File: src/design/atrp_pkg.sv
// Shared types, widths and constants of the accelerometer tilt pipeline.
// No dependencies; every other design file imports this package.
package atrp_pkg;

   localparam int CORDIC_STEPS = 16;
   localparam int TABLE_LEN    = 24;
   localparam int N_STEPS      = (CORDIC_STEPS < TABLE_LEN) ? CORDIC_STEPS : TABLE_LEN;

   localparam int IN_W      = 16;
   localparam int ROLL_W    = 16;
   localparam int PITCH_W   = 15;
   localparam int PRE_SHIFT = 8;
   localparam int V_W       = 27;
   localparam int ANG_W     = 27;
   localparam int SIDE_W    = 27;
   localparam int GAIN_W    = 16;
   localparam int PROD_W    = V_W + GAIN_W + 1;
   localparam int OUT_SHIFT = 9;
   localparam int RND_W     = ANG_W + 1 - OUT_SHIFT;

   localparam logic signed [ANG_W-1:0] DEG180   = ANG_W'(11796480);
   localparam logic [GAIN_W-1:0]       INV_GAIN = GAIN_W'(39797);
   localparam int                      ROLL_LIM  = 23040;
   localparam int                      PITCH_LIM = 11520;

   // One vector in flight: components, accumulated angle, a zero-vector flag
   // and a side word that rides along unchanged through each CORDIC pipeline.
   typedef struct packed {
      logic signed [V_W-1:0]    a;
      logic signed [V_W-1:0]    b;
      logic signed [ANG_W-1:0]  ang;
      logic                     skip;
      logic signed [SIDE_W-1:0] side;
   } cordic_type;

   // atan(2^-i) in degrees, scaled by 65536 and rounded to nearest.
   function automatic logic signed [ANG_W-1:0] atan_entry(input int idx);
      logic signed [ANG_W-1:0] r;
      unique case (idx)
         0:       r = ANG_W'(2949120);
         1:       r = ANG_W'(1740967);
         2:       r = ANG_W'(919879);
         3:       r = ANG_W'(466945);
         4:       r = ANG_W'(234379);
         5:       r = ANG_W'(117304);
         6:       r = ANG_W'(58666);
         7:       r = ANG_W'(29335);
         8:       r = ANG_W'(14668);
         9:       r = ANG_W'(7334);
         10:      r = ANG_W'(3667);
         11:      r = ANG_W'(1833);
         12:      r = ANG_W'(917);
         13:      r = ANG_W'(458);
         14:      r = ANG_W'(229);
         15:      r = ANG_W'(115);
         16:      r = ANG_W'(57);
         17:      r = ANG_W'(29);
         18:      r = ANG_W'(14);
         19:      r = ANG_W'(7);
         20:      r = ANG_W'(4);
         21:      r = ANG_W'(2);
         22:      r = ANG_W'(1);
         default: r = '0;
      endcase
      return r;
   endfunction

endpackage

File: src/design/atrp_pre.sv
// Input register of the tilt pipeline with the half-plane pre-rotation for roll.
// Depends on atrp_pkg.
module atrp_pre import atrp_pkg::*; (
   input  logic                   clock,
   input  logic                   reset,
   input  logic                   en,
   input  logic                   in_valid,
   input  logic signed [IN_W-1:0] accel_x,
   input  logic signed [IN_W-1:0] accel_y,
   input  logic signed [IN_W-1:0] accel_z,
   output logic                   out_valid,
   output cordic_type             out_data
);

   logic       valid_ff;
   cordic_type data_ff, data_in;
   logic signed [V_W-1:0] y_sc, z_sc;

   always_comb begin
      y_sc = V_W'(accel_y) <<< PRE_SHIFT;
      z_sc = V_W'(accel_z) <<< PRE_SHIFT;
      data_in.side = SIDE_W'(accel_x);
      data_in.skip = (accel_y == '0) && (accel_z == '0);
      if (accel_z[IN_W-1]) begin
         // Turn the vector by a half turn so the first component is positive.
         data_in.a   = -z_sc;
         data_in.b   = -y_sc;
         data_in.ang = accel_y[IN_W-1] ? -DEG180 : DEG180;
      end else begin
         data_in.a   = z_sc;
         data_in.b   = y_sc;
         data_in.ang = '0;
      end
      if (data_in.skip) begin
         data_in.ang = '0;
      end
   end

   always_ff @(posedge clock) begin
      if (reset) begin
         valid_ff <= 1'b0;
      end else if (en) begin
         valid_ff <= in_valid;
      end
      if (en) begin
         data_ff <= data_in;
      end
   end

   assign out_valid = valid_ff;
   assign out_data  = data_ff;

endmodule

File: config.mk
export PLATFORM = sky130hd
export DESIGN_NAME = atrp_pre
export DESIGN_NICKNAME = d
export VERILOG_FILES = /design/src/design/atrp_pkg.sv /design/src/design/atrp_pre.sv
export SDC_FILE = /design/constraint.sdc
export NUM_CORES = 1
export LEC_CHECK = 0
export ABC_CLOCK_PERIOD_IN_PS = 1600
export BUFFER_PORTS_ARGS = -buffer_cell sky130_fd_sc_hd__buf_2
export CAP_MARGIN = 20
export CORE_MARGIN = 2
export CORE_UTILIZATION = 40
export DETAILED_ROUTE_END_ITERATION = 12
export HOLD_SLACK_MARGIN = 0.08
export PLACE_DENSITY = 0.77
export SYNTH_ARGS = -nofsm -noshare
export SYNTH_HDL_FRONTEND = slang
export SYNTH_SLANG_ARGS = --single-unit
export TNS_END_PERCENT = 5
File: constraint.sdc
create_clock -name clock -period 1.6 [get_ports clock]
set_clock_uncertainty 0.1 [all_clocks]
set_input_delay 0.08 -clock clock [delete_from_list [all_inputs] [get_ports clock]]
set_output_delay 0.08 -clock clock [all_outputs]
set_load 0.1 [all_outputs]
==> run_results.csv <==
group,metric,value,unit
worst_setup_path,reg2regPathDepth,3,
logic_synthesis,synth.area.top_cells,"edfxtp_1 (61%), buf_4 (13%), xnor2_1 (8.0%)",
logic_synthesis,synth_ff_type,"edfxtp_1",
place,portBuffers,127,
worst_setup_path,worstSetupPathDepth,5,
cts,htreeDepth,3,
drt,drtPass1Iterations,4,
job,max_cap_viol_count,0,
power,cellLeakagePower,1.84,nW
drt,finalWirelength,6890,um
finish,area_growth,50.2,%
worst_setup_path,endpoint_kind,"flop",
drt,antenna_left,0,
worst_setup_path,slowest_delay,0.58,ns
cts,clockBufferDepth,2,
cts,root_buffer,"clkbuf_8",
grt,overflow,0,
floorplan,start_util,41.6,%
drt,drcViolationCount,0,
grt,grt_use_total,17.3,%
logic_synthesis,synth-seq-area-share,61.9,%
timing,period_needed,1.59,ns
worst_setup_path,path_max_fanout,3,
logic_synthesis,synth_async_sr_flop_share,0,%
worst_setup_path,crit_type,"input port to flop",
logic_synthesis,yosysWarnings,0,
grt,grt_pass1_vias,2211,
logic_synthesis,avgSynthCellArea,12.9,sq um
worst_setup_path,crit_path_start_kind,"input port",
cts,cts_tree,"built",
finish,fill_cells,547,
worst_setup_path,critPathTopFamily,"buffers and inverters",
cts,cts_sinks,59,
timing,maxSlewViolCount,0,
timing,rsz0062_at_grt,"yes",
drt,route.vias.total,2277,
grt,grt_max_degree,60,
finish,final_cell_mix,"buf_2 (127), edfxtp_1 (58), dlygate4sd3_1 (54)",
floorplan,rows,30,
logic_synthesis,yosysTopAreaCell,"edfxtp_1",
hold_path,whs_path_depth,4,
finish,post-route-util,62.5,%
power,power.total,5.63,mW
logic_synthesis,yosysTopAreaCellShare,61.2,%
worst_setup_path,critPathBufInv,2,
timing,fmax,629,MHz
logic_synthesis,synth_area,2840,sq um
worst_setup_path,crit_chain,"buf_2 -> dlygate4sd3_1 -> or4_4 -> o21ai_2 -> o21ai_0",
place,place_congestion,0.757,
power,p_per_area,1320,nW/um^2
grt,antenna_found_initial,0,
drt,first_iter_violations,60,
floorplan,core,6830,sq um
floorplan,io_pins,162,
worst_setup_path,cp.arrival,1.57,ns
timing,hold_violations,0,
finish,regArea,1760,sq um
place,hpwl,4350,um
cts,clk_pin_slew,0.07,ns
hold_path,hold_class,"input port to flop",
finish,multi_input_area,836,sq um
power,ir_worst_vdd,0.000830,V
floorplan,die_area,7800,sq um
logic_synthesis,synth-seq-cells,59,
timing,period_share,99.3,%
worst_setup_path,crit_path_top_delay_cell,"or4_4",
finish,nets,461,
finish,final_common_cell,"buf_2",
floorplan,die_h,88.3,um
worst_setup_path,critPathRequiredTime,1.58,ns
logic_synthesis,synth_cells,220,
cts,numCtsBuffers,9,
cts,clk-insertion-delay-late,0.34,ns
logic_synthesis,yosysUniqueCellTypes,28,
logic_synthesis,synth-edff-count,58,
finish,num_antenna_cells,0,
run_status,status,"completed",
timing,setup_viol,0,
finish,layout-drive-gt1-share,40.3,%
grt,grt_pass1_wl,10100,um
floorplan,fp.dieW,88.3,um
drt,vias_per_cell,4.48,
drt,wl_per_cell,13.6,um
-- through the flow --
stage / instances / setup slack (ns) / cell area (sq um) / hold WS (ns) / TNS [ns]
finish: 508 / 0.0108 / 4270 / 0.101 / 0
global route: 508 / -0.0398 / 4270 / 0.122 / -0.0558
CTS: 508 / 0.0179 / 4240 / 0.0785 / 0
detailed placement: 438 / -0.227 / 3470 / 0.149 / -1.30
global placement: 438 / -0.204 / 3470 / 0.136 / -0.879
floorplan: 256 / -0.0958 / 2980 / 0.0524 / -1.28
-- timing repair --
action | 4_1_cts | 5_1_grt
buffers inserted | 0 | 0
endpoints found under the setup margin | 0 | 6
hold buffers | 54 | 0
resized for setup | 0 | 7
hold endpoints to repair | 55 | 0
-- layer usage --
metal	up-vias	routed length [um]	track usage [%]
met5	-	0	0
met4	0	208	10.2
met3	20	582	4.20
met2	145	3640	31.6
met1	1041	2460	17.9
li1	1071	-	-
-- final timing paths --
check	start	endpoint	slack [ns]
hold / removal	accel_z[9]	out_data[105]	0.10
setup / recovery	accel_y[14]	out_data[80]	0.01
setup reg to reg	out_valid	out_valid	0.35
hold reg to reg	out_valid	out_valid	0.96
-- cell usage after synthesis (2+ instances only) --
master     n
nand2_1   19
buf_4     51
ha_1       2
nor2_1     6
nor2b_1    2
xnor2_1   26
nor4_1     4
or4_4      2
nand2b_1   4
inv_1      4
nor3_1     5
o41ai_1    3
edfxtp_1  58
clkbuf_1   5
o21ai_0    9
o31ai_1    8
-- flip-flops by register name, indices dropped and copies added (netlist names) --
name and count:
out_valid 1, out_data 58
-- power by group --
group	total [mW]	internal (mW)	switching (mW)
clock	1.53	0.886	0.643
sequential	1.90	1.86	0.0393
combinational	2.19	0.339	1.85
total	5.63	3.09	2.54
-- worst reg2reg max path, cell delays in order (launching register included) --
cell	delay [ns]
dfxtp_1	0.32
mux2i_1	0.13
nor2_1	0.05
dlygate4sd3_1	0.54
-- kinds of logic after synthesis --
family	count (synthesis)	share of synthesized area, %
AND/OR/NAND/NOR	48	8.53
XOR/XNOR	27	8.32
adder cells (fa/ha/maj)	2	0.880
multiplexers	1	0.352
buffers and inverters	60	14.7
other	1	0.132
flip-flops	59	61.9
AO/OA/AOI/OAI	22	5.19
-- layout make-up --
cell class,count,area share (%)
flip-flops and latches,59,41.3
repair buffers,196,30.8
multi-input cells,137,19.6
clock buffers,9,2.90
well taps,96,2.81
clock inverters,7,2.34
inverters,4,0.352
(Power assumes the default switching activity.)
