## src/design/atrp_pkg.sv

```systemverilog
// Shared types, widths and constants of the accelerometer tilt pipeline.
// No dependencies; every other design file imports this package.
package atrp_pkg;

   localparam int CORDIC_STEPS = 16;
   localparam int TABLE_LEN    = 24;
   localparam int N_STEPS      = (CORDIC_STEPS < TABLE_LEN) ? CORDIC_STEPS : TABLE_LEN;

   localparam int IN_W      = 16;
   localparam int ROLL_W    = 16;
   localparam int PITCH_W   = 15;
   localparam int PRE_SHIFT = 8;
   localparam int V_W       = 27;
   localparam int ANG_W     = 27;
   localparam int SIDE_W    = 27;
   localparam int GAIN_W    = 16;
   localparam int PROD_W    = V_W + GAIN_W + 1;
   localparam int OUT_SHIFT = 9;
   localparam int RND_W     = ANG_W + 1 - OUT_SHIFT;

   localparam logic signed [ANG_W-1:0] DEG180   = ANG_W'(11796480);
   localparam logic [GAIN_W-1:0]       INV_GAIN = GAIN_W'(39797);
   localparam int                      ROLL_LIM  = 23040;
   localparam int                      PITCH_LIM = 11520;

   // One vector in flight: components, accumulated angle, a zero-vector flag
   // and a side word that rides along unchanged through each CORDIC pipeline.
   typedef struct packed {
      logic signed [V_W-1:0]    a;
      logic signed [V_W-1:0]    b;
      logic signed [ANG_W-1:0]  ang;
      logic                     skip;
      logic signed [SIDE_W-1:0] side;
   } cordic_type;

   // atan(2^-i) in degrees, scaled by 65536 and rounded to nearest.
   function automatic logic signed [ANG_W-1:0] atan_entry(input int idx);
      logic signed [ANG_W-1:0] r;
      unique case (idx)
         0:       r = ANG_W'(2949120);
         1:       r = ANG_W'(1740967);
         2:       r = ANG_W'(919879);
         3:       r = ANG_W'(466945);
         4:       r = ANG_W'(234379);
         5:       r = ANG_W'(117304);
         6:       r = ANG_W'(58666);
         7:       r = ANG_W'(29335);
         8:       r = ANG_W'(14668);
         9:       r = ANG_W'(7334);
         10:      r = ANG_W'(3667);
         11:      r = ANG_W'(1833);
         12:      r = ANG_W'(917);
         13:      r = ANG_W'(458);
         14:      r = ANG_W'(229);
         15:      r = ANG_W'(115);
         16:      r = ANG_W'(57);
         17:      r = ANG_W'(29);
         18:      r = ANG_W'(14);
         19:      r = ANG_W'(7);
         20:      r = ANG_W'(4);
         21:      r = ANG_W'(2);
         22:      r = ANG_W'(1);
         default: r = '0;
      endcase
      return r;
   endfunction

endpackage

```

## src/design/atrp_cordic.sv

```systemverilog
// Pipelined CORDIC vectoring, one register stage per micro-rotation.
// Depends on atrp_pkg for the vector type, step count and arctangent table.
module atrp_cordic import atrp_pkg::*; (
   input  logic       clock,
   input  logic       reset,
   input  logic       en,
   input  logic       in_valid,
   input  cordic_type in_data,
   output logic       out_valid,
   output cordic_type out_data
);

   cordic_type st_ff [N_STEPS];
   cordic_type prv   [N_STEPS];
   cordic_type st_in [N_STEPS];
   logic       v_ff  [N_STEPS];

   // One micro-rotation; shifts are arithmetic, so they round toward minus infinity.
   function automatic cordic_type rotate(input cordic_type p, input int sh);
      cordic_type r;
      logic signed [V_W-1:0] da, db;
      r  = p;
      da = p.b >>> sh;
      db = p.a >>> sh;
      if (!p.b[V_W-1]) begin
         r.a   = p.a + da;
         r.b   = p.b - db;
         r.ang = p.ang + atan_entry(sh);
      end else begin
         r.a   = p.a - da;
         r.b   = p.b + db;
         r.ang = p.ang - atan_entry(sh);
      end
      return r;
   endfunction

   for (genvar i = 0; i < N_STEPS; i++) begin : g_step
      if (i == 0) begin : g_first
         assign prv[i] = in_data;
      end else begin : g_next
         assign prv[i] = st_ff[i-1];
      end
      assign st_in[i] = rotate(prv[i], i);
   end

   always_ff @(posedge clock) begin
      for (int i = 0; i < N_STEPS; i++) begin
         if (reset) begin
            v_ff[i] <= 1'b0;
         end else if (en) begin
            v_ff[i] <= (i == 0) ? in_valid : v_ff[(i == 0) ? 0 : i - 1];
         end
         if (en) begin
            st_ff[i] <= st_in[i];
         end
      end
   end

   assign out_valid = v_ff[N_STEPS-1];
   assign out_data  = st_ff[N_STEPS-1];

endmodule

```

## config.mk

```make
export PLATFORM = sky130hd
export DESIGN_NAME = atrp_cordic
export DESIGN_NICKNAME = d
export VERILOG_FILES = /design/src/design/atrp_pkg.sv /design/src/design/atrp_cordic.sv
export SDC_FILE = /design/constraint.sdc
export NUM_CORES = 2
export LEC_CHECK = 0
export BUFFER_PORTS_ARGS = -buffer_cell sky130_fd_sc_hd__buf_2
export CAP_MARGIN = 10
export CORE_ASPECT_RATIO = 1.2
export CORE_MARGIN = 2
export CORE_UTILIZATION = 55
export DETAILED_ROUTE_END_ITERATION = 10
export PLACE_DENSITY_LB_ADDON = 0.25
export SYNTH_ARGS = -nofsm -noshare
export SYNTH_HDL_FRONTEND = slang
export SYNTH_SLANG_ARGS = --single-unit
```

## constraint.sdc

```tcl
create_clock -name clock -period 6.8 [get_ports clock]
set_input_delay 0.34 -clock clock [delete_from_list [all_inputs] [get_ports clock]]
set_output_delay 0.34 -clock clock [all_outputs]
set_load 0.02 [all_outputs]
```

==> out/summary.txt <==
status = finished clean
Detail Placement HPWL = 247 mm
Routed Antenna Nets = 0
r2r setup slk = 1.73 ns
R2R depth = 14
CP Launch Type = register
commonest non-fill, non-tap cell in the layout = edfxtp_1
CP max stage cell = nor4b_1
Post-Syn Area = 124000 sq um
Yosys cell types = 99
Starting Density = 55.4%
RSZ-0062 raised after global routing = no
worst slew pin tran = 1.18 ns
max-cap viol count = 0
Setup TNS = 0 ns
Mapped Nets = 13500
GRT overflow = 0
Worst R2R End = st_ff[0][190]
TritonCTS clock tree = yes
largest cells by area after synthesis = edfxtp_1 (43%), ha_1 (13%), xnor2_1 (7.5%)
gpl congestion = 0.940
Mean Syn Cell Area = 10.3 sq um
fin crit share = 74.6%
number of buffers created by CTS = 192
gr usage total = 26.7%
vias in the first global route = 90800
Crit path max-delay family = simple AND/OR/NAND/NOR gates
Crit path required time = 7.36 ns
H-tree level count = 4
Synth top area share = 42.6%
core area = 224000 sq um
root buf cell = clkbuf_16
row cnt = 190
Synth area leader = edfxtp_1
Yosys reg bits = 1759
initial antenna violation count = 4
chip width = 437 um
Cells after Synth = 12000
most frequent cells in the layout = edfxtp_1 (1759), ha_1 (1320), a21oi_1 (1139), nor2_1 (1096), xnor2_1 (1063)
layout cells sized above 1 = 5.67%
drt pass-1 iters = 6
Synth Flop Type = edfxtp_1
Final Slew Violations = 0
DR WL/cell = 20.5 um
vias per cell = 5.96
fraction of registers with async set/reset = 0%
Tmin final = 5.07 ns
Most common cell on crit path = xor2_1
min-delay src = en
final setup vio count = 0
Final Hold Fails = 0
first-pass GRT wire length = 491 mm
Worst-path clk slew = 0.06 ns
clock buffer depth = 4
Die Y = 524 um
final net count = 13800
Layout area overhead = 9.53%
postcts setup bufs = 0
Clock Skews = 0.0903 ns
gr busiest metal = met2
Post-synth EDFFs = 1759
FMAX = 197 MHz
worst reg2reg startpoint = st_ff[0][87]
First DRT Iteration DRCs = 6130
DR vias = 92300
worst path buffer plus inverter count = 0
Hold Crit Depth = 1
sink count of the clock tree = 1759
Worst Setup End Kind = register
met1 GRT Util = 30.6%
CTS-repair resized insts = 0
largest net degree at the start of global routing = 168
critical path class = reg2reg
GR Util met3 = 2.55%
register area share after synthesis = 42.6%
critical path arrival = 5.64 ns
later-pin clock latency in the skew report = 0.90 ns
Critical Path Max Stage Delay = 0.69 ns
slew margin rel. = 20.5%
die area = 229000 sq um
Port Buffers = 222
warning count from the yosys run = 0
cell breakdown of the critical path = or4_1, nor3_1, nor4b_1, nor3b_1, a21oi_1, xor2_1, ha_1, or3_1, a311o_1, a31oi_1, nor2b_1, o21a_1, o41a_1, xor2_1
hold_buf cts = 65
I/O pins = 223
final wirelength = 317 mm
met2 Use GR = 50.9%
DRC Markers = 0
worst-path fanout max = 5
worst hold path type = in2reg
Hold Path Sink = st_ff[0][302]
## cell usage after synthesis, drive strengths merged (66+ instances only)
| master | number |
|---|---|
| edfxtp | 1759 |
| ha | 1320 |
| a21oi | 1143 |
| nor2 | 1096 |
| xnor2 | 1063 |
| nand2 | 620 |
| inv | 581 |
| o21ai | 560 |
| xor2 | 500 |
| a21o | 495 |
| nor3 | 318 |
| nand3 | 184 |
| o21a | 182 |
| nand2b | 168 |
| nor2b | 159 |
| o21bai | 156 |
| and3 | 139 |
| clkbuf | 133 |
| a31oi | 130 |
| a211oi | 95 |
| and2 | 85 |
| nand4 | 79 |
| or3 | 76 |
| nor4 | 74 |
| o31ai | 66 |
## flip-flops by register name, summed over array words and instances (netlist names)
name / cells
v_ff: 16
st_ff: 1743
## kinds of logic (layout without fill, tap and decap cells)
family / count (synthesis) / count (layout) / share of synthesized area [%]
AO/OA/AOI/OAI: 3340 / 3340 / 17.3
XOR/XNOR: 1563 / 1563 / 11.0
adder cells (fa/ha/maj): 1369 / 1369 / 14.1
buffers and inverters: 747 / 1274 / 2.27
flip-flops: 1759 / 1759 / 42.6
multiplexers: 56 / 56 / 0.480
other: 0 / 3 / 0
AND/OR/NAND/NOR: 3152 / 3152 / 12.1
## layer usage
layer / share of wire, % / vias up / wire, um
met5: 0.0050 / - / 16
met4: 4.2 / 2 / 13200
met3: 3.4 / 646 / 10700
met2: 53 / 2117 / 167000
met1: 40 / 44300 / 126000
li1: - / 45200 / -
## per-stage QoR
| step | cell area, sq um | setup slack (ns) | hold slack, ns | cells | util [%] |
|---|---|---|---|---|---|
| final | 136000 | 1.73 | 0.0194 | 15500 | 60.7 |
| after detailed placement | 129000 | 1.78 | 0.405 | 15100 | 57.5 |
| after global placement | 129000 | 1.68 | 0.400 | 15100 | 57.5 |
| after global routing | 136000 | 1.41 | 0.0428 | 15500 | 60.7 |
| after CTS | 136000 | 1.74 | 0.00640 | 15500 | 60.7 |
| after floorplan | 124000 | 2.46 | 0.400 | 12000 | - |
## how the worst max path moves through the flow
stage,startpoint,end,slack (ns),cells after the start
after floorplan,st_ff[0][87],st_ff[0][190],2.46,14
after global placement,st_ff[1][397],st_ff[1][543],1.68,16
after detailed placement,st_ff[1][408],st_ff[1][543],1.78,14
after CTS,st_ff[1][408],st_ff[1][543],1.74,14
after global routing,st_ff[0][87],st_ff[0][190],1.41,14
final,st_ff[0][87],st_ff[0][190],1.73,14
## cell type report
| type | instances | area [sq um] |
|---|---|---|
| Clock buffer | 216 | 4940 |
| Multi-Input combinational cell | 9480 | 68300 |
| Sequential cell | 1759 | 52800 |
| Clock inverter | 126 | 1400 |
| Tap cell | 2976 | 3720 |
| Inverter | 588 | 2210 |
| Timing Repair Buffer | 344 | 2340 |
| Antenna cell | 3 | 7.51 |
| Fill cell | 18300 | 88000 |
Power is not shown: default switching activity piles up to over one toggle a cycle in this logic, so the estimate is an artifact.
