===== src/design/atrp_pkg.sv =====
// Shared types, widths and constants of the accelerometer tilt pipeline.
// No dependencies; every other design file imports this package.
package atrp_pkg;

   localparam int CORDIC_STEPS = 16;
   localparam int TABLE_LEN    = 24;
   localparam int N_STEPS      = (CORDIC_STEPS < TABLE_LEN) ? CORDIC_STEPS : TABLE_LEN;

   localparam int IN_W      = 16;
   localparam int ROLL_W    = 16;
   localparam int PITCH_W   = 15;
   localparam int PRE_SHIFT = 8;
   localparam int V_W       = 27;
   localparam int ANG_W     = 27;
   localparam int SIDE_W    = 27;
   localparam int GAIN_W    = 16;
   localparam int PROD_W    = V_W + GAIN_W + 1;
   localparam int OUT_SHIFT = 9;
   localparam int RND_W     = ANG_W + 1 - OUT_SHIFT;

   localparam logic signed [ANG_W-1:0] DEG180   = ANG_W'(11796480);
   localparam logic [GAIN_W-1:0]       INV_GAIN = GAIN_W'(39797);
   localparam int                      ROLL_LIM  = 23040;
   localparam int                      PITCH_LIM = 11520;

   // One vector in flight: components, accumulated angle, a zero-vector flag
   // and a side word that rides along unchanged through each CORDIC pipeline.
   typedef struct packed {
      logic signed [V_W-1:0]    a;
      logic signed [V_W-1:0]    b;
      logic signed [ANG_W-1:0]  ang;
      logic                     skip;
      logic signed [SIDE_W-1:0] side;
   } cordic_type;

   // atan(2^-i) in degrees, scaled by 65536 and rounded to nearest.
   function automatic logic signed [ANG_W-1:0] atan_entry(input int idx);
      logic signed [ANG_W-1:0] r;
      unique case (idx)
         0:       r = ANG_W'(2949120);
         1:       r = ANG_W'(1740967);
         2:       r = ANG_W'(919879);
         3:       r = ANG_W'(466945);
         4:       r = ANG_W'(234379);
         5:       r = ANG_W'(117304);
         6:       r = ANG_W'(58666);
         7:       r = ANG_W'(29335);
         8:       r = ANG_W'(14668);
         9:       r = ANG_W'(7334);
         10:      r = ANG_W'(3667);
         11:      r = ANG_W'(1833);
         12:      r = ANG_W'(917);
         13:      r = ANG_W'(458);
         14:      r = ANG_W'(229);
         15:      r = ANG_W'(115);
         16:      r = ANG_W'(57);
         17:      r = ANG_W'(29);
         18:      r = ANG_W'(14);
         19:      r = ANG_W'(7);
         20:      r = ANG_W'(4);
         21:      r = ANG_W'(2);
         22:      r = ANG_W'(1);
         default: r = '0;
      endcase
      return r;
   endfunction

endpackage


===== src/design/atrp_out.sv =====
// Rounding, saturation and the output register with its skid stage.
// Depends on atrp_pkg; drives the pipeline enable for all earlier stages.
module atrp_out import atrp_pkg::*; (
   input  logic                      clock,
   input  logic                      reset,
   input  logic                      in_valid,
   input  cordic_type                in_data,
   output logic                      en,
   output logic                      rsp_valid,
   input  logic                      rsp_stall,
   output logic signed [ROLL_W-1:0]  rsp_roll_angle,
   output logic signed [PITCH_W-1:0] rsp_pitch_angle
);

   logic                      rsp_valid_ff, skid_valid_ff;
   logic signed [ROLL_W-1:0]  roll_ff, skid_roll_ff, roll_in;
   logic signed [PITCH_W-1:0] pitch_ff, skid_pitch_ff, pitch_in;
   logic signed [RND_W-1:0]   roll_r, pitch_r;

   function automatic logic signed [RND_W-1:0] round_ang(input logic signed [ANG_W-1:0] ang);
      logic signed [ANG_W:0] s;
      s = (ANG_W+1)'(ang) + (ANG_W+1)'(256);
      return RND_W'(s >>> OUT_SHIFT);
   endfunction

   always_comb begin
      roll_r  = round_ang(ANG_W'(in_data.side));
      pitch_r = round_ang(in_data.skip ? '0 : in_data.ang);
      if (roll_r > RND_W'(ROLL_LIM)) begin
         roll_in = ROLL_W'(ROLL_LIM);
      end else if (roll_r < -RND_W'(ROLL_LIM)) begin
         roll_in = -ROLL_W'(ROLL_LIM);
      end else begin
         roll_in = roll_r[ROLL_W-1:0];
      end
      if (pitch_r > RND_W'(PITCH_LIM)) begin
         pitch_in = PITCH_W'(PITCH_LIM);
      end else if (pitch_r < -RND_W'(PITCH_LIM)) begin
         pitch_in = -PITCH_W'(PITCH_LIM);
      end else begin
         pitch_in = pitch_r[PITCH_W-1:0];
      end
   end

   // The pipeline moves whenever the skid stage is free to catch its last item.
   assign en = !skid_valid_ff;

   always_ff @(posedge clock) begin
      if (reset) begin
         rsp_valid_ff  <= 1'b0;
         skid_valid_ff <= 1'b0;
      end else if (!rsp_valid_ff || !rsp_stall) begin
         if (skid_valid_ff) begin
            rsp_valid_ff  <= 1'b1;
            roll_ff       <= skid_roll_ff;
            pitch_ff      <= skid_pitch_ff;
            skid_valid_ff <= 1'b0;
         end else begin
            rsp_valid_ff <= in_valid;
            roll_ff      <= roll_in;
            pitch_ff     <= pitch_in;
         end
      end else if (in_valid && en) begin
         skid_valid_ff <= 1'b1;
         skid_roll_ff  <= roll_in;
         skid_pitch_ff <= pitch_in;
      end
   end

   assign rsp_valid       = rsp_valid_ff;
   assign rsp_roll_angle  = roll_ff;
   assign rsp_pitch_angle = pitch_ff;

endmodule


===== config.mk =====
export PLATFORM = sky130hd
export DESIGN_NAME = atrp_out
export DESIGN_NICKNAME = d
export VERILOG_FILES = /design/src/design/atrp_pkg.sv /design/src/design/atrp_out.sv
export SDC_FILE = /design/constraint.sdc
export NUM_CORES = 1
export LEC_CHECK = 0
export ABC_AREA = 1
export BUFFER_PORTS_ARGS = -buffer_cell sky130_fd_sc_hd__buf_2
export CAP_MARGIN = 15
export CORE_ASPECT_RATIO = 0.75
export CORE_MARGIN = 1.5
export CORE_UTILIZATION = 25
export DETAILED_ROUTE_END_ITERATION = 8
export PLACE_DENSITY = 0.56
export SLEW_MARGIN = 10
export SYNTH_ARGS = -nofsm -noshare
export SYNTH_HDL_FRONTEND = slang
export SYNTH_SLANG_ARGS = --single-unit

===== constraint.sdc =====
create_clock -name clock -period 3.25 [get_ports clock]
set_input_delay 0.325 -clock clock [delete_from_list [all_inputs] [get_ports clock]]
set_output_delay 0.325 -clock clock [all_outputs]
set_load 0.05 [all_outputs]

==> impl_metrics.py <==
metrics = {
    "outcome": {
        "status": "complete, no violations",
    },
    "timing": {
        "post-route-period-util": 0.778,
        "min_period_ns": 2.53,
        "fin_skew_ns": 0.00678,
        "rsz0062_at_grt": "no",
        "fin_setup_tns_ns": 0,
        "slew_violations": 0,
        "timing.slew.headroom": 0.621,
        "fmax_mhz": 395,
        "finalHoldViolCount": 0,
        "setup_viol": 0,
        "tightestPinTransition_ns": 0.567,
        "setup_ws_ns": 0.720,
    },
    "final_layout": {
        "final_core_util": 0.309,
        "fin_area_um2": 5230,
        "antenna_cells": 0,
        "synthToLayoutAreaGrowth_pct": 20.0,
        "fin_nets": 767,
        "drive_gt1_frac": 0.216,
        "mostFrequentLayoutCells": "nand2_1, buf_2, edfxtp_1",
        "mostFrequentLayoutCell": "nand2_1",
    },
    "setup_path": {
        "startpoint": "in_data[8]",
        "crit_fanout": 26,
        "r2r_start": "skid_valid_ff",
        "startpoint_type": "primary input",
        "cp.arrival_ns": 2.60,
        "criticalPathCategory": "in -> reg",
        "endpoint_kind": "register",
        "worstPathRequired_ns": 3.32,
    },
    "drt": {
        "avgViaCountPerCell": 4.34,
        "drc_errors": 0,
        "drt_iter0_drc": 249,
        "wl_met2_mm": 4.44,
        "topRoutingLayerUsed": "met4",
        "wl_met1_mm": 5.95,
        "met3_length_um": 529,
        "postRouteAntennaNets": 0,
        "routed_wl_mm": 10.9,
        "num_vias": 3784,
        "drt_first_pass_iters": 5,
        "wl_per_cell_um": 12.5,
    },
    "synthesis": {
        "synth_fp_nets": 689,
        "synth_area_um2": 4350,
        "yosys_register_bits": 64,
        "ys_seq_area_frac": 0.437,
        "synth_warnings": 0,
        "synthDistinctLibCells": 39,
        "synthCells": 574,
        "syn_avg_cell_area_um2": 7.59,
    },
    "clock_network": {
        "h-tree-depth": 3,
        "clk_latency_ns": 0.32,
        "cts_resized": 0,
        "post_cts_buffers": 0,
        "cts_buffers": 9,
        "hold_buffers": 0,
        "clk_pin_slew_worst_paths_ns": 0.05,
        "cts_root_buf": "clkbuf_16",
        "cts_tree": "built",
        "clockBufferDepth": 2,
        "cts.sinks": 64,
    },
    "floorplan": {
        "start_util": 0.257,
        "core_um2": 16900,
        "die_y_um": 117,
        "row_count": 41,
        "fp.dieW_um": 155,
        "die_area_um2": 18200,
        "io_pins": 146,
    },
    "placement": {
        "hpwl_mm": 8.51,
        "placed_cell_area_um2": 4950,
        "gp_congestion": 0.859,
        "pre_cts_ws_ns": 0.394,
        "port_buffers": 75,
    },
    "global_routing": {
        "grt_pass1_wl_mm": 17.4,
        "track_usage": 0.123,
        "antenna_found_initial": 0,
        "grt_pass1_vias": 3368,
        "grt_max_degree": 35,
        "overflow": 0,
    },
    "pwr": {
        "ir_drop_mv": 0.210,
        "p_leak_nw": 2.32,
        "power_mw": 2.24,
        "power_density_nw_per_um2": 429,
    },
    "hold_path": {
        "worstHoldPathType": "in -> reg",
        "hold_start": "reset",
    },
    "job": {
        "maxCapViolations": 0,
    },
}
## Yosys cell counts, drive strengths merged
cell | number | area (um2)
dfxtp | 2 | 40.0
a31oi | 1 | 6.26
xor2 | 6 | 60.1
nand3b | 3 | 22.5
clkbuf | 5 | 18.8
nor2 | 67 | 307
edfxtp | 62 | 1860
nor4 | 1 | 6.26
ha | 2 | 25.0
nand4 | 11 | 75.1
or2 | 1 | 6.26
o21bai | 2 | 15.0
o21ai | 7 | 35.0
xnor2 | 7 | 61.3
nand2 | 222 | 861
a21oi | 17 | 85.1
clkinv | 1 | 3.75
nor3 | 4 | 25.0
inv | 60 | 233
buf | 12 | 110
and2 | 19 | 119
nand3 | 57 | 340
a21boi | 5 | 37.5
## through the flow
step | cells | hold WS [ns]
after global routing | 872 | 0.215
after CTS | 872 | 0.211
final | 872 | 0.225
after global placement | 856 | 0.499
after floorplan | 574 | 0.394
after detailed placement | 856 | 0.504
## logic make-up (layout without fill, tap and decap cells)
group / after synthesis / in the layout / share of synthesized area
buf+inv: 78 / 161 / 0.0839
simple gates: 385 / 385 / 0.405
compound gates: 32 / 32 / 0.0411
flops: 64 / 64 / 0.437
fa+ha+maj: 2 / 2 / 0.00575
xor+xnor: 13 / 13 / 0.0279
## registers in the layout, indices dropped and copies added, names as in the netlist
name,count
skid_roll_ff,16
skid_pitch_ff,15
rsp_pitch_angle,15
rsp_valid,1
rsp_roll_angle,16
skid_valid_ff,1
## metal layers
layer,vias to the layer above,global-route usage
li1,1997,-
met5,-,0
met1,1719,0.187
met4,0,0.0190
met3,2,0.0376
met2,66,0.170
## report_power, final
| part | internal [mW] | leakage [nW] | switching, mW |
|---|---|---|---|
| Combinational | 0.113 | 1.60 | 0.303 |
| Clock | 0.513 | 0.123 | 0.349 |
| Sequential | 0.953 | 0.596 | 0.0120 |
## final cells by class
cell class                 instances  area, um2
timing repair buffer              84        443
clock inverter                     7       48.8
tap                              215        269
sequential                        64       1900
fill                            1843      11700
inverter                          61        236
multi-input combinational        432       2100
clock buffer                       9        225
## critical path, cell delays in order
cell and delay (ns):
buf_2 0.13, ha_1 0.28, inv_1 0.09, nor2_1 0.15, nand2_1 0.16, inv_2 0.13, nand3_1 0.08, nand2_1 0.17
nand2_1 0.07, nor2_1 0.13, nand3_1 0.08, nand2_1 0.09, nand3_2 0.37, and2_1 0.34
## worst paths after layout
| path | to | slack (ns) | depth (start not counted) |
|---|---|---|---|
| worst max-delay path | skid_roll_ff[8] | 0.72 | 14 |
| worst min-delay path | rsp_valid | 0.22 | 2 |
| worst max register to register | skid_roll_ff[12] | 1.67 | 4 |
| worst min register to register | rsp_pitch_angle[11] | 0.51 | 2 |
Power figures use the tool's default switching activity.
