$ cat src/design/atrp_pkg.sv
// Shared types, widths and constants of the accelerometer tilt pipeline.
// No dependencies; every other design file imports this package.
package atrp_pkg;

   localparam int CORDIC_STEPS = 16;
   localparam int TABLE_LEN    = 24;
   localparam int N_STEPS      = (CORDIC_STEPS < TABLE_LEN) ? CORDIC_STEPS : TABLE_LEN;

   localparam int IN_W      = 16;
   localparam int ROLL_W    = 16;
   localparam int PITCH_W   = 15;
   localparam int PRE_SHIFT = 8;
   localparam int V_W       = 27;
   localparam int ANG_W     = 27;
   localparam int SIDE_W    = 27;
   localparam int GAIN_W    = 16;
   localparam int PROD_W    = V_W + GAIN_W + 1;
   localparam int OUT_SHIFT = 9;
   localparam int RND_W     = ANG_W + 1 - OUT_SHIFT;

   localparam logic signed [ANG_W-1:0] DEG180   = ANG_W'(11796480);
   localparam logic [GAIN_W-1:0]       INV_GAIN = GAIN_W'(39797);
   localparam int                      ROLL_LIM  = 23040;
   localparam int                      PITCH_LIM = 11520;

   // One vector in flight: components, accumulated angle, a zero-vector flag
   // and a side word that rides along unchanged through each CORDIC pipeline.
   typedef struct packed {
      logic signed [V_W-1:0]    a;
      logic signed [V_W-1:0]    b;
      logic signed [ANG_W-1:0]  ang;
      logic                     skip;
      logic signed [SIDE_W-1:0] side;
   } cordic_type;

   // atan(2^-i) in degrees, scaled by 65536 and rounded to nearest.
   function automatic logic signed [ANG_W-1:0] atan_entry(input int idx);
      logic signed [ANG_W-1:0] r;
      unique case (idx)
         0:       r = ANG_W'(2949120);
         1:       r = ANG_W'(1740967);
         2:       r = ANG_W'(919879);
         3:       r = ANG_W'(466945);
         4:       r = ANG_W'(234379);
         5:       r = ANG_W'(117304);
         6:       r = ANG_W'(58666);
         7:       r = ANG_W'(29335);
         8:       r = ANG_W'(14668);
         9:       r = ANG_W'(7334);
         10:      r = ANG_W'(3667);
         11:      r = ANG_W'(1833);
         12:      r = ANG_W'(917);
         13:      r = ANG_W'(458);
         14:      r = ANG_W'(229);
         15:      r = ANG_W'(115);
         16:      r = ANG_W'(57);
         17:      r = ANG_W'(29);
         18:      r = ANG_W'(14);
         19:      r = ANG_W'(7);
         20:      r = ANG_W'(4);
         21:      r = ANG_W'(2);
         22:      r = ANG_W'(1);
         default: r = '0;
      endcase
      return r;
   endfunction

endpackage

$ cat src/design/atrp_gain.sv
// Gain correction of the roll magnitude and set-up of the pitch vector.
// Depends on atrp_pkg; sits between the two atrp_cordic pipelines.
module atrp_gain import atrp_pkg::*; (
   input  logic       clock,
   input  logic       reset,
   input  logic       en,
   input  logic       in_valid,
   input  cordic_type in_data,
   output logic       out_valid,
   output cordic_type out_data
);

   logic                     v1_ff, v2_ff;
   logic signed [PROD_W-1:0] prod_ff, prod_in;
   logic signed [ANG_W-1:0]  roll_ff, roll_in;
   logic signed [SIDE_W-1:0] x_ff;
   cordic_type               data_ff, data_in;
   logic signed [PROD_W-1:0] rnd;
   logic signed [V_W-1:0]    mag, x_sc;

   always_comb begin
      prod_in = PROD_W'(in_data.a) * PROD_W'($signed({1'b0, INV_GAIN}));
      roll_in = in_data.skip ? '0 : in_data.ang;
   end

   always_comb begin
      rnd  = (prod_ff + PROD_W'(32768)) >>> GAIN_W;
      mag  = rnd[PROD_W-1] ? '0 : rnd[V_W-1:0];
      x_sc = {x_ff[V_W-1-PRE_SHIFT:0], {PRE_SHIFT{1'b0}}};
      data_in.a    = mag;
      data_in.b    = -x_sc;
      data_in.ang  = '0;
      data_in.skip = (x_sc == '0) && (mag == '0);
      data_in.side = SIDE_W'(roll_ff);
   end

   always_ff @(posedge clock) begin
      if (reset) begin
         v1_ff <= 1'b0;
         v2_ff <= 1'b0;
      end else if (en) begin
         v1_ff <= in_valid;
         v2_ff <= v1_ff;
      end
      if (en) begin
         prod_ff <= prod_in;
         roll_ff <= roll_in;
         x_ff    <= in_data.side;
         data_ff <= data_in;
      end
   end

   assign out_valid = v2_ff;
   assign out_data  = data_ff;

endmodule

$ cat config.mk
export PLATFORM = sky130hd
export DESIGN_NAME = atrp_gain
export DESIGN_NICKNAME = d
export VERILOG_FILES = /design/src/design/atrp_pkg.sv /design/src/design/atrp_gain.sv
export SDC_FILE = /design/constraint.sdc
export NUM_CORES = 1
export LEC_CHECK = 0
export BUFFER_PORTS_ARGS = -buffer_cell sky130_fd_sc_hd__buf_4
export CAP_MARGIN = 20
export CORE_MARGIN = 4
export CORE_UTILIZATION = 38
export CTS_BUF_LIST = sky130_fd_sc_hd__clkbuf_4
export DETAILED_ROUTE_END_ITERATION = 16
export PLACE_DENSITY = 0.55
export SKIP_CTS_REPAIR_TIMING = 1
export SLEW_MARGIN = 30
export SYNTH_ARGS = -nofsm -noshare
export SYNTH_HDL_FRONTEND = slang
export SYNTH_SLANG_ARGS = --single-unit
export TNS_END_PERCENT = 1
$ cat constraint.sdc
create_clock -name clock -period 9.24 [get_ports clock]
set_input_delay 1.848 -clock clock [delete_from_list [all_inputs] [get_ports clock]]
set_output_delay 1.848 -clock clock [all_outputs]
set_load 0.01 [all_outputs]
==> flow_metrics.env, run 1 <==
export IMPL_end_kind="flip-flop"
export IMPL_gp_congestion=0.872
export IMPL_peakVddDrop_mv=0.290
export IMPL_finalMaxSlewViolations=0
export IMPL_track_usage_pct=15.1
export IMPL_start_kind="primary input"
export IMPL_dieArea_um2=43000
export IMPL_synth_area_per_cell_um2=11.4
export IMPL_viasPerCell=4.56
export IMPL_finalClockSkew_ns=0.0267
export IMPL_cts_root_buf="clkbuf_4"
export IMPL_numCtsBuffers=17
export IMPL_netlist_instances=1324
export IMPL_drive_gt1_share_pct=13.4
export IMPL_cp_top_family="adder cells"
export IMPL_wl_per_cell_um=15.7
export IMPL_yosysTopAreaCellShare_pct=29.6
export IMPL_num_vias=9214
export IMPL_path_class="in -> reg"
export IMPL_htreeDepth=4
export IMPL_start_util_pct=38.7
export IMPL_p_leak_nw=7.98
export IMPL_place_hpwl_um=27100
export IMPL_antenna_found_initial=1
export IMPL_seq_area_frac_synth_pct=29.9
export IMPL_core_area_um2=39000
export IMPL_ys_seq_elements=151
export IMPL_yosys_top_cells_area="edfxtp_1 (30%), fa_1 (24%), ha_1 (18%)"
export IMPL_dieHeight_um=207
export IMPL_synth_enable_flop_cells=149
export IMPL_die_x_um=207
export IMPL_tightest_slew_ns=0.756
export IMPL_drtAntennaViolNets=0
export IMPL_first_pass_iters=6
export IMPL_maxSlewHeadroom_pct=49.2
export IMPL_status="complete, no violations"
export IMPL_cts_buffer_depth=2
export IMPL_power_density_nw_per_um2=405
export IMPL_drv_cap=0
export IMPL_setup_tns_ns=0
export IMPL_synth_cell_types=57
export IMPL_p_total_mw=6.92
export IMPL_yosys_most_used_dff="edfxtp_1"
export IMPL_max_freq_mhz=132
export IMPL_cts_sinks=151
export IMPL_clk_insertion_delay_late_ns=0.51
export IMPL_finalCriticalPeriod_ns=7.55
export IMPL_hold_class="reg -> reg"
export IMPL_grt_pass1_wl_um=52700
export IMPL_drt_iter0_markers=386
export IMPL_drc=0
export IMPL_pre_cts_slack_ns=1.15
export IMPL_syn2layout_area_growth_pct=13.0
export IMPL_critical_path_buf_inv_count=5
export IMPL_port_buffers=152
export IMPL_final_core_util_pct=43.7
export IMPL_ios=223
export IMPL_grt_pass1_vias=9791
export IMPL_core_rowCount=72
export IMPL_crit_arrival_ns=7.83
export IMPL_cp_cell_sequence="buf_4 -> ha_1 -> xor2_1 -> ha_1 -> inv_1 -> fa_1 -> inv_1 -> fa_1 -> fa_1 -> inv_1 -> fa_1 -> inv_1 -> ha_1 -> and4_1 -> and2_1 -> o2111ai_1 -> a2111oi_0 -> o31ai_1 -> a31oi_1 -> a2111oi_0 -> a211o_1"
export IMPL_ys_async_sr_fraction_pct=0
export IMPL_overflow=0
export IMPL_grt_max_degree=84
export IMPL_cp_required_ns=9.52
export IMPL_worst_slack_ns=1.69
export IMPL_fin_nets=2000
export IMPL_synth_warnings=0
export IMPL_path_clk_slew_ns=0.14
export IMPL_drt_total_wl_um=31800
export IMPL_hold_viol=0
export IMPL_path_max_fanout=8
export IMPL_yosysTopAreaCell="edfxtp_1"
export IMPL_crit_slowest_cell="a2111oi_0"
export IMPL_crit_path_max_incr_delay_ns=0.63
export IMPL_cts_tree="built"
export IMPL_setup_viol=0
export IMPL_fin_crit_sh_pct=81.7
export IMPL_netlist_area_um2=15100
export IMPL_rsz0062_at_grt="no"
==> cells in the final DEF (no fill, tap or decap), drive strengths merged, types with 3 or more instances in the layout <==
master / synthesis / final
a22oi: 4 / 4
a21o: 16 / 16
nand3: 19 / 19
clkinv: 0 / 5
and2: 3 / 3
nor2: 57 / 57
a2111oi: 3 / 3
nand2b: 3 / 3
buf: 36 / 153
nand2: 32 / 32
conb: 1 / 35
or2: 6 / 6
clkbuf: 4 / 18
inv: 293 / 300
nand4: 11 / 11
xor2: 49 / 49
a21oi: 53 / 53
nor3: 15 / 15
xnor2: 57 / 57
o22ai: 3 / 3
edfxtp: 149 / 149
nor4: 7 / 7
mux2i: 4 / 4
and3: 9 / 9
fa: 182 / 182
a211oi: 5 / 5
nor2b: 36 / 36
ha: 215 / 215
a31oi: 4 / 4
o21ai: 15 / 15
or3: 7 / 7
==> cell type report <==
cell class / count / area, um2
Antenna cell: 1 / 2.50
Clock buffer: 18 / 135
Clock inverter: 14 / 164
Fill cell: 3685 / 21900
Inverter: 293 / 1100
Multi-Input combinational cell: 874 / 9340
Sequential cell: 151 / 4510
Tap cell: 518 / 648
Timing Repair Buffer: 153 / 1160
==> state kept, by name (all words and copies together) (netlist names) <==
name	flops
out_data	74
out_valid	1
prod_ff	29
roll_ff	27
v1_ff	1
x_ff	19
==> logic make-up (layout without fill, tap and decap cells) <==
group | count (synthesis) | count (layout) | synth area share [%]
other | 1 | 36 | 0.0248
buffers and inverters | 333 | 478 | 9.16
AOI/OAI and AO/OA | 118 | 118 | 4.81
DFF | 151 | 151 | 29.9
and+or+nand+nor | 213 | 213 | 7.63
xor gates and xnor gates | 106 | 106 | 6.20
adders and majority gates | 397 | 397 | 41.9
muxes | 5 | 5 | 0.340
==> path summary, 6_finish.rpt <==
path                            depth (start not counted)           end        start  slack (ns)
worst max-delay path                                   21   prod_ff[37]  in_data[91]        1.69
worst min-delay path                                    0  out_data[13]  roll_ff[13]        0.42
worst max register to register                          9  out_data[27]  prod_ff[15]        5.85
worst min register to register                          0  out_data[13]  roll_ff[13]        0.42
==> worst register-to-register path: stages, from the launching register on <==
cell and delay, ns:
edfxtp_1 0.42, ha_1 0.26, nand2_1 0.15, nor3_4 0.47, nand3_4 0.18, nor3_4 0.28
xor2_4 0.57, nor2_2 0.10, or4_1 0.59, nor4_2 0.21
==> report_power, final <==
| group | total, mW | switching (mW) | internal (mW) |
|---|---|---|---|
| logic | 5.20 | 2.92 | 2.28 |
| registers | 1.30 | 0.105 | 1.20 |
| clock network | 0.412 | 0.240 | 0.172 |
| total | 6.92 | 3.27 | 3.65 |
==> cells in the mapped netlist, drive strengths merged, types with 3 or more instances <==
cell type / instances
a2111oi: 3
a211oi: 5
a21o: 16
a21oi: 53
a22oi: 4
a31oi: 4
and2: 3
and3: 9
buf: 36
clkbuf: 4
edfxtp: 149
fa: 182
ha: 215
inv: 293
mux2i: 4
nand2: 32
nand2b: 3
nand3: 19
nand4: 11
nor2: 57
nor2b: 36
nor3: 15
nor4: 7
o21ai: 15
o22ai: 3
or2: 6
or3: 7
xnor2: 57
xor2: 49
==> routing by layer <==
| metal | vias to the layer above | share of wire (%) | GRT usage [%] |
|---|---|---|---|
| li1 | 4580 | - | - |
| met1 | 4426 | 51 | 22.7 |
| met2 | 188 | 45 | 23.7 |
| met3 | 20 | 3.8 | 2.16 |
| met4 | 0 | 0.90 | 2.64 |
| met5 | - | 0 | 0 |
==> through the flow <==
step                instances  hold WS [ns]  area (um2)
floorplan                1358         0.400       15200
global placement         1989         0.401       16700
detailed placement       1989         0.405       16800
CTS                      2021         0.412       17100
global route             2022         0.426       17100
finish                   2022         0.418       17100
Note: power is estimated with default switching activity, not from simulation.
==> run 2, diff against run 1 <==
ABC_AREA = 1   (was unset)
clock period = 7.05 ns   (was 9.24 ns; I/O delays follow)
==> flow_metrics.env, run 2 <==
export IMPL_ys_seq_elements=151
export IMPL_port_buffers=152
export IMPL_hold_class="reg -> reg"
export IMPL_grt_pass1_vias=12238
export IMPL_cp_cell_sequence="buf_4 -> ha_1 -> inv_1 -> fa_1 -> fa_1 -> inv_1 -> fa_1 -> fa_1 -> inv_1 -> fa_1 -> inv_1 -> ha_1 -> a21oi_1 -> o21ai_0 -> a21oi_1 -> o21ai_0 -> nor2_1 -> nand2_1 -> nand2_1 -> nand2_1"
export IMPL_finalMaxSlewViolations=0
export IMPL_viasPerCell=4.55
export IMPL_numCtsBuffers=17
export IMPL_cts_root_buf="clkbuf_4"
export IMPL_gp_congestion=0.884
export IMPL_synth_warnings=0
export IMPL_regArea_um2=4510
export IMPL_hold_start="roll_ff[8]"
export IMPL_ios=223
export IMPL_synth_mux_area_share_pct=0
export IMPL_ys_async_sr_fraction_pct=0
export IMPL_rsz0062_at_grt="no"
export IMPL_setup_tns_ns=0
export IMPL_multiInputGateArea_um2=10300
export IMPL_synth_simple_area_share_pct=14.0
export IMPL_crit_path_max_incr_delay_ns=0.55
export IMPL_status="complete, no violations"
export IMPL_drt_iter0_markers=642
export IMPL_netlist_instances=1804
export IMPL_wl_per_cell_um=14.8
export IMPL_worstSetupStartpoint="in_data[100]"
export IMPL_first_pass_iters=5
export IMPL_final_cell_mix="inv_1 (432), nand2_1 (282), ha_1 (215)"
export IMPL_fin_nets=2479
export IMPL_yosys_most_used_dff="edfxtp_1"
export IMPL_design_area_um2=18600
export IMPL_die_x_um=217
export IMPL_synth_compound_gate_area_share_pct=4.83
export IMPL_tightest_slew_ns=0.911
export IMPL_dieArea_um2=47000
export IMPL_crit_slowest_cell="fa_1"
export IMPL_yosysTopAreaCell="edfxtp_1"
export IMPL_drive_gt1_share_pct=10.8
export IMPL_grt_pass1_wl_um=62100
export IMPL_path_max_fanout=6
export IMPL_drt_total_wl_um=38000
export IMPL_dpl_cell_area_um2=18300
export IMPL_dieHeight_um=217
export IMPL_yosysTopAreaCellShare_pct=27.0
export IMPL_synth_enable_flop_cells=149
export IMPL_seq_area_frac_synth_pct=27.3
export IMPL_place_hpwl_um=32700
export IMPL_clk_insertion_delay_late_ns=0.54
export IMPL_final_common_cell="inv_1"
export IMPL_cpMostUsedCell="fa_1"
export IMPL_largest_reg_flops=74
export IMPL_maxSlewHeadroom_pct=39.3
export IMPL_max_freq_mhz=165
export IMPL_dpl_cell_count=2535
export IMPL_setup_viol=0
export IMPL_drtAntennaViolNets=0
export IMPL_hold_viol=0
export IMPL_drc=0
export IMPL_htreeDepth=4
export IMPL_netlist_area_um2=16600
export IMPL_antenna_cells=0
export IMPL_synth_cell_types=39
export IMPL_synth_top_family_by_area="adder cells"
export IMPL_cts_sinks=151
export IMPL_cp_required_ns=7.34
export IMPL_core_area_um2=43100
export IMPL_finalClockSkew_ns=0.0180
export IMPL_antenna_found_initial=0
export IMPL_syn2layout_area_growth_pct=12.4
export IMPL_path_class="in -> reg"
export IMPL_instances_no_fill=2567
export IMPL_path_clk_slew_ns=0.13
export IMPL_synth_most_common_cell="inv_1"
export IMPL_crit_arrival_ns=6.36
export IMPL_cp_top_family="adder cells"
export IMPL_grt_max_degree=78
export IMPL_start_kind="primary input"
export IMPL_core_rowCount=76
export IMPL_track_usage_pct=16.4
export IMPL_critical_path_buf_inv_count=5
export IMPL_drv_cap=0
export IMPL_synthTopCellsByCount="inv_1 (432), nand2_1 (282), ha_1 (215), fa_1 (182), nor2_1 (176)"
export IMPL_cts_tree="built"
export IMPL_num_vias=11677
export IMPL_yosys_top_cells_area="edfxtp_1 (27%), fa_1 (22%), ha_1 (16%)"
export IMPL_synthAdderAreaFrac_pct=38.2
export IMPL_synth_xor_xnor_area_share_pct=4.07
export IMPL_cts_buffer_depth=2
export IMPL_whs_ns=0.425
export IMPL_fill_cells=4304
export IMPL_synth_area_per_cell_um2=9.18
export IMPL_overflow=0
export IMPL_reg2reg_from="prod_ff[15]"
export IMPL_end_kind="flip-flop"
export IMPL_fin_crit_sh_pct=86.1
export IMPL_finalCriticalPeriod_ns=6.07
export IMPL_start_util_pct=38.5
[run 2: cell types whose count changed after synthesis, moves of 18 or more]
cell,previous run,this run
nand2_1,32,282
nand3_1,18,44
nor2_1,56,176
o21ai_0,15,39
inv_1,293,432
xnor2_1,57,29
a21oi_1,53,71
nor2b_1,36,0
[run 2: area by class of cell]
cell class	instances	share of cell area, %
Clock inverter	13	1.05
Clock buffer	19	0.766
Sequential cell	151	24.2
Tap cell	585	3.93
Multi-Input combinational cell	1213	55.1
Timing Repair Buffer	153	6.19
Inverter	433	8.73
[run 2: layer usage]
layer / vias to the layer above / part of all wire (%) / GRT usage [%] / wire length [um]
met5: - / 0 / 0 / 0
met4: 0 / 1.4 / 3.05 / 516
met3: 34 / 3.6 / 2.00 / 1370
met2: 231 / 48 / 28.3 / 18200
met1: 5533 / 47 / 22.5 / 18000
li1: 5879 / - / - / -
[run 2: final timing paths]
check / cells past startpoint / slack, ns / end
worst min-delay path: 0 / 0.43 / out_data[8]
worst max register to register: 12 / 4.69 / out_data[27]
worst min register to register: 0 / 0.43 / out_data[8]
worst max-delay path: 20 / 0.98 / prod_ff[39]
[run 2: cells by family (layout without fill, tap and decap cells)]
logic type / after synthesis / count (layout)
and+or+nand+nor: 559 / 559
buffers and inverters: 474 / 618
adders and majority gates: 397 / 397
DFF: 151 / 151
AOI/OAI and AO/OA: 145 / 145
xor gates and xnor gates: 77 / 77
other: 1 / 35
[run 2: worst register-to-register path: stages, from the launching register on]
cell and delay (ns):
edfxtp_1 0.46, ha_1 0.22, nand2_1 0.11, nor2_4 0.22, nand2_2 0.13, nor2_2 0.15
nand2_1 0.07, nand2_1 0.07, nand2_2 0.26, a21oi_1 0.25, nor2_1 0.07, nand3_1 0.08
nor2_1 0.04
[run 2: per-stage QoR]
step	setup WS (ns)	utilization (%)
2_1_floorplan	1.10	-
3_3_place_gp	0.417	42.4
3_5_place_dp	0.408	42.4
4_1_cts	1.03	43.2
5_1_grt	0.682	43.2
6_report	0.978	43.2
Power of run 2 is not shown: default switching activity piles up to over one toggle a cycle in this logic, so the estimate is an artifact.
==> run 3, diff against run 2 <==
clock period = 7.2 ns   (was 7.05 ns; I/O delays follow)
==> flow_metrics.env, run 3 (synthesis results as in run 2) <==
export IMPL_end_kind="flip-flop"
export IMPL_htreeDepth=4
export IMPL_drt_iter0_markers=624
export IMPL_drt_total_wl_um=38100
export IMPL_setup_viol=0
export IMPL_finalCriticalPeriod_ns=6.12
export IMPL_fin_crit_sh_pct=85.0
export IMPL_start_util_pct=38.5
export IMPL_cts_buffer_depth=2
export IMPL_cts_tree="built"
export IMPL_hold_class="reg -> reg"
export IMPL_finalClockSkew_ns=0.0200
export IMPL_wl_per_cell_um=14.8
export IMPL_crit_arrival_ns=6.41
export IMPL_instances_no_fill=2566
export IMPL_gp_congestion=0.884
export IMPL_die_x_um=217
export IMPL_overflow=0
export IMPL_drc=0
export IMPL_viasPerCell=4.61
export IMPL_core_area_um2=43100
export IMPL_cp_required_ns=7.49
export IMPL_maxSlewHeadroom_pct=38.1
export IMPL_grt_max_degree=78
export IMPL_status="complete, no violations"
export IMPL_tightest_slew_ns=0.929
export IMPL_start_kind="primary input"
export IMPL_finalMaxSlewViolations=0
export IMPL_dieArea_um2=47000
export IMPL_dieHeight_um=217
export IMPL_syn2layout_area_growth_pct=12.2
export IMPL_dpl_cell_count=2535
export IMPL_path_clk_slew_ns=0.12
export IMPL_final_cell_mix="inv_1 (432), nand2_1 (282), ha_1 (215)"
export IMPL_clk_insertion_delay_late_ns=0.53
export IMPL_setup_tns_ns=0
export IMPL_pre_cts_slack_ns=0.553
export IMPL_cts_root_buf="clkbuf_4"
export IMPL_first_pass_iters=5
export IMPL_path_class="in -> reg"
export IMPL_antenna_cells=0
export IMPL_rsz0062_at_grt="no"
export IMPL_grt_pass1_wl_um=62700
export IMPL_final_core_util_pct=43.1
export IMPL_cts_sinks=151
export IMPL_core_rowCount=76
export IMPL_port_buffers=152
export IMPL_worst_slack_ns=1.08
export IMPL_largest_reg_flops=74
export IMPL_fill_cells=4332
export IMPL_numCtsBuffers=17
export IMPL_ios=223
export IMPL_num_vias=11821
export IMPL_final_common_cell="inv_1"
export IMPL_hold_viol=0
export IMPL_fin_nets=2479
export IMPL_drive_gt1_share_pct=10.8
export IMPL_drtAntennaViolNets=0
export IMPL_track_usage_pct=16.5
export IMPL_place_hpwl_um=32700
export IMPL_grt_pass1_vias=12375
export IMPL_antenna_found_initial=0
export IMPL_max_freq_mhz=163
export IMPL_drv_cap=0
export IMPL_path_max_fanout=23
==> run 3: path summary, 6_finish.rpt <==
path	slack, ns	depth (start not counted)	start	endpoint
worst min register to register	0.43	0	roll_ff[11]	out_data[11]
worst max-delay path	1.08	19	in_data[108]	prod_ff[40]
worst max register to register	4.85	12	prod_ff[15]	out_data[27]
worst min-delay path	0.43	0	roll_ff[11]	out_data[11]
==> run 3: cell type report <==
class                           instances  area [um2]  share of cell area (%)
Clock buffer                           17         128                   0.687
Clock inverter                         14         176                   0.949
Inverter                              433        1630                    8.74
Multi-Input combinational cell       1213       10300                    55.2
Sequential cell                       151        4510                    24.3
Tap cell                              585         732                    3.94
Timing Repair Buffer                  153        1150                    6.20
==> run 3: routing by layer <==
layer  track usage, %  wire, um  vias to the layer above  share of wire, %
li1                 -         -                     5886                 -
met1             22.3     17600                     5599                46
met2             28.2     18000                      290                47
met3             2.67      1740                       46               4.6
met4             3.61       677                        0               1.8
met5                0         0                        -                 0
==> run 3: metrics by stage <==
stage          cell area (um2)  hold slack [ns]
2_1_floorplan            16700            0.400
3_3_place_gp             18300            0.400
3_5_place_dp             18300            0.405
4_1_cts                  18600            0.433
5_1_grt                  18600            0.440
6_report                 18600            0.432
==> run 3: worst max-delay path: stages <==
cell	delay (ns)
buf_4	0.28
ha_1	0.32
inv_1	0.14
fa_1	0.45
fa_1	0.47
fa_1	0.52
fa_1	0.55
inv_1	0.06
fa_1	0.52
inv_1	0.04
ha_1	0.35
nand2_1	0.10
nor2_1	0.14
inv_1	0.08
nor3_1	0.30
and2_1	0.21
nand4_1	0.19
nand4_1	0.16
nand2_1	0.08
Power of run 3 is left out for the same reason.
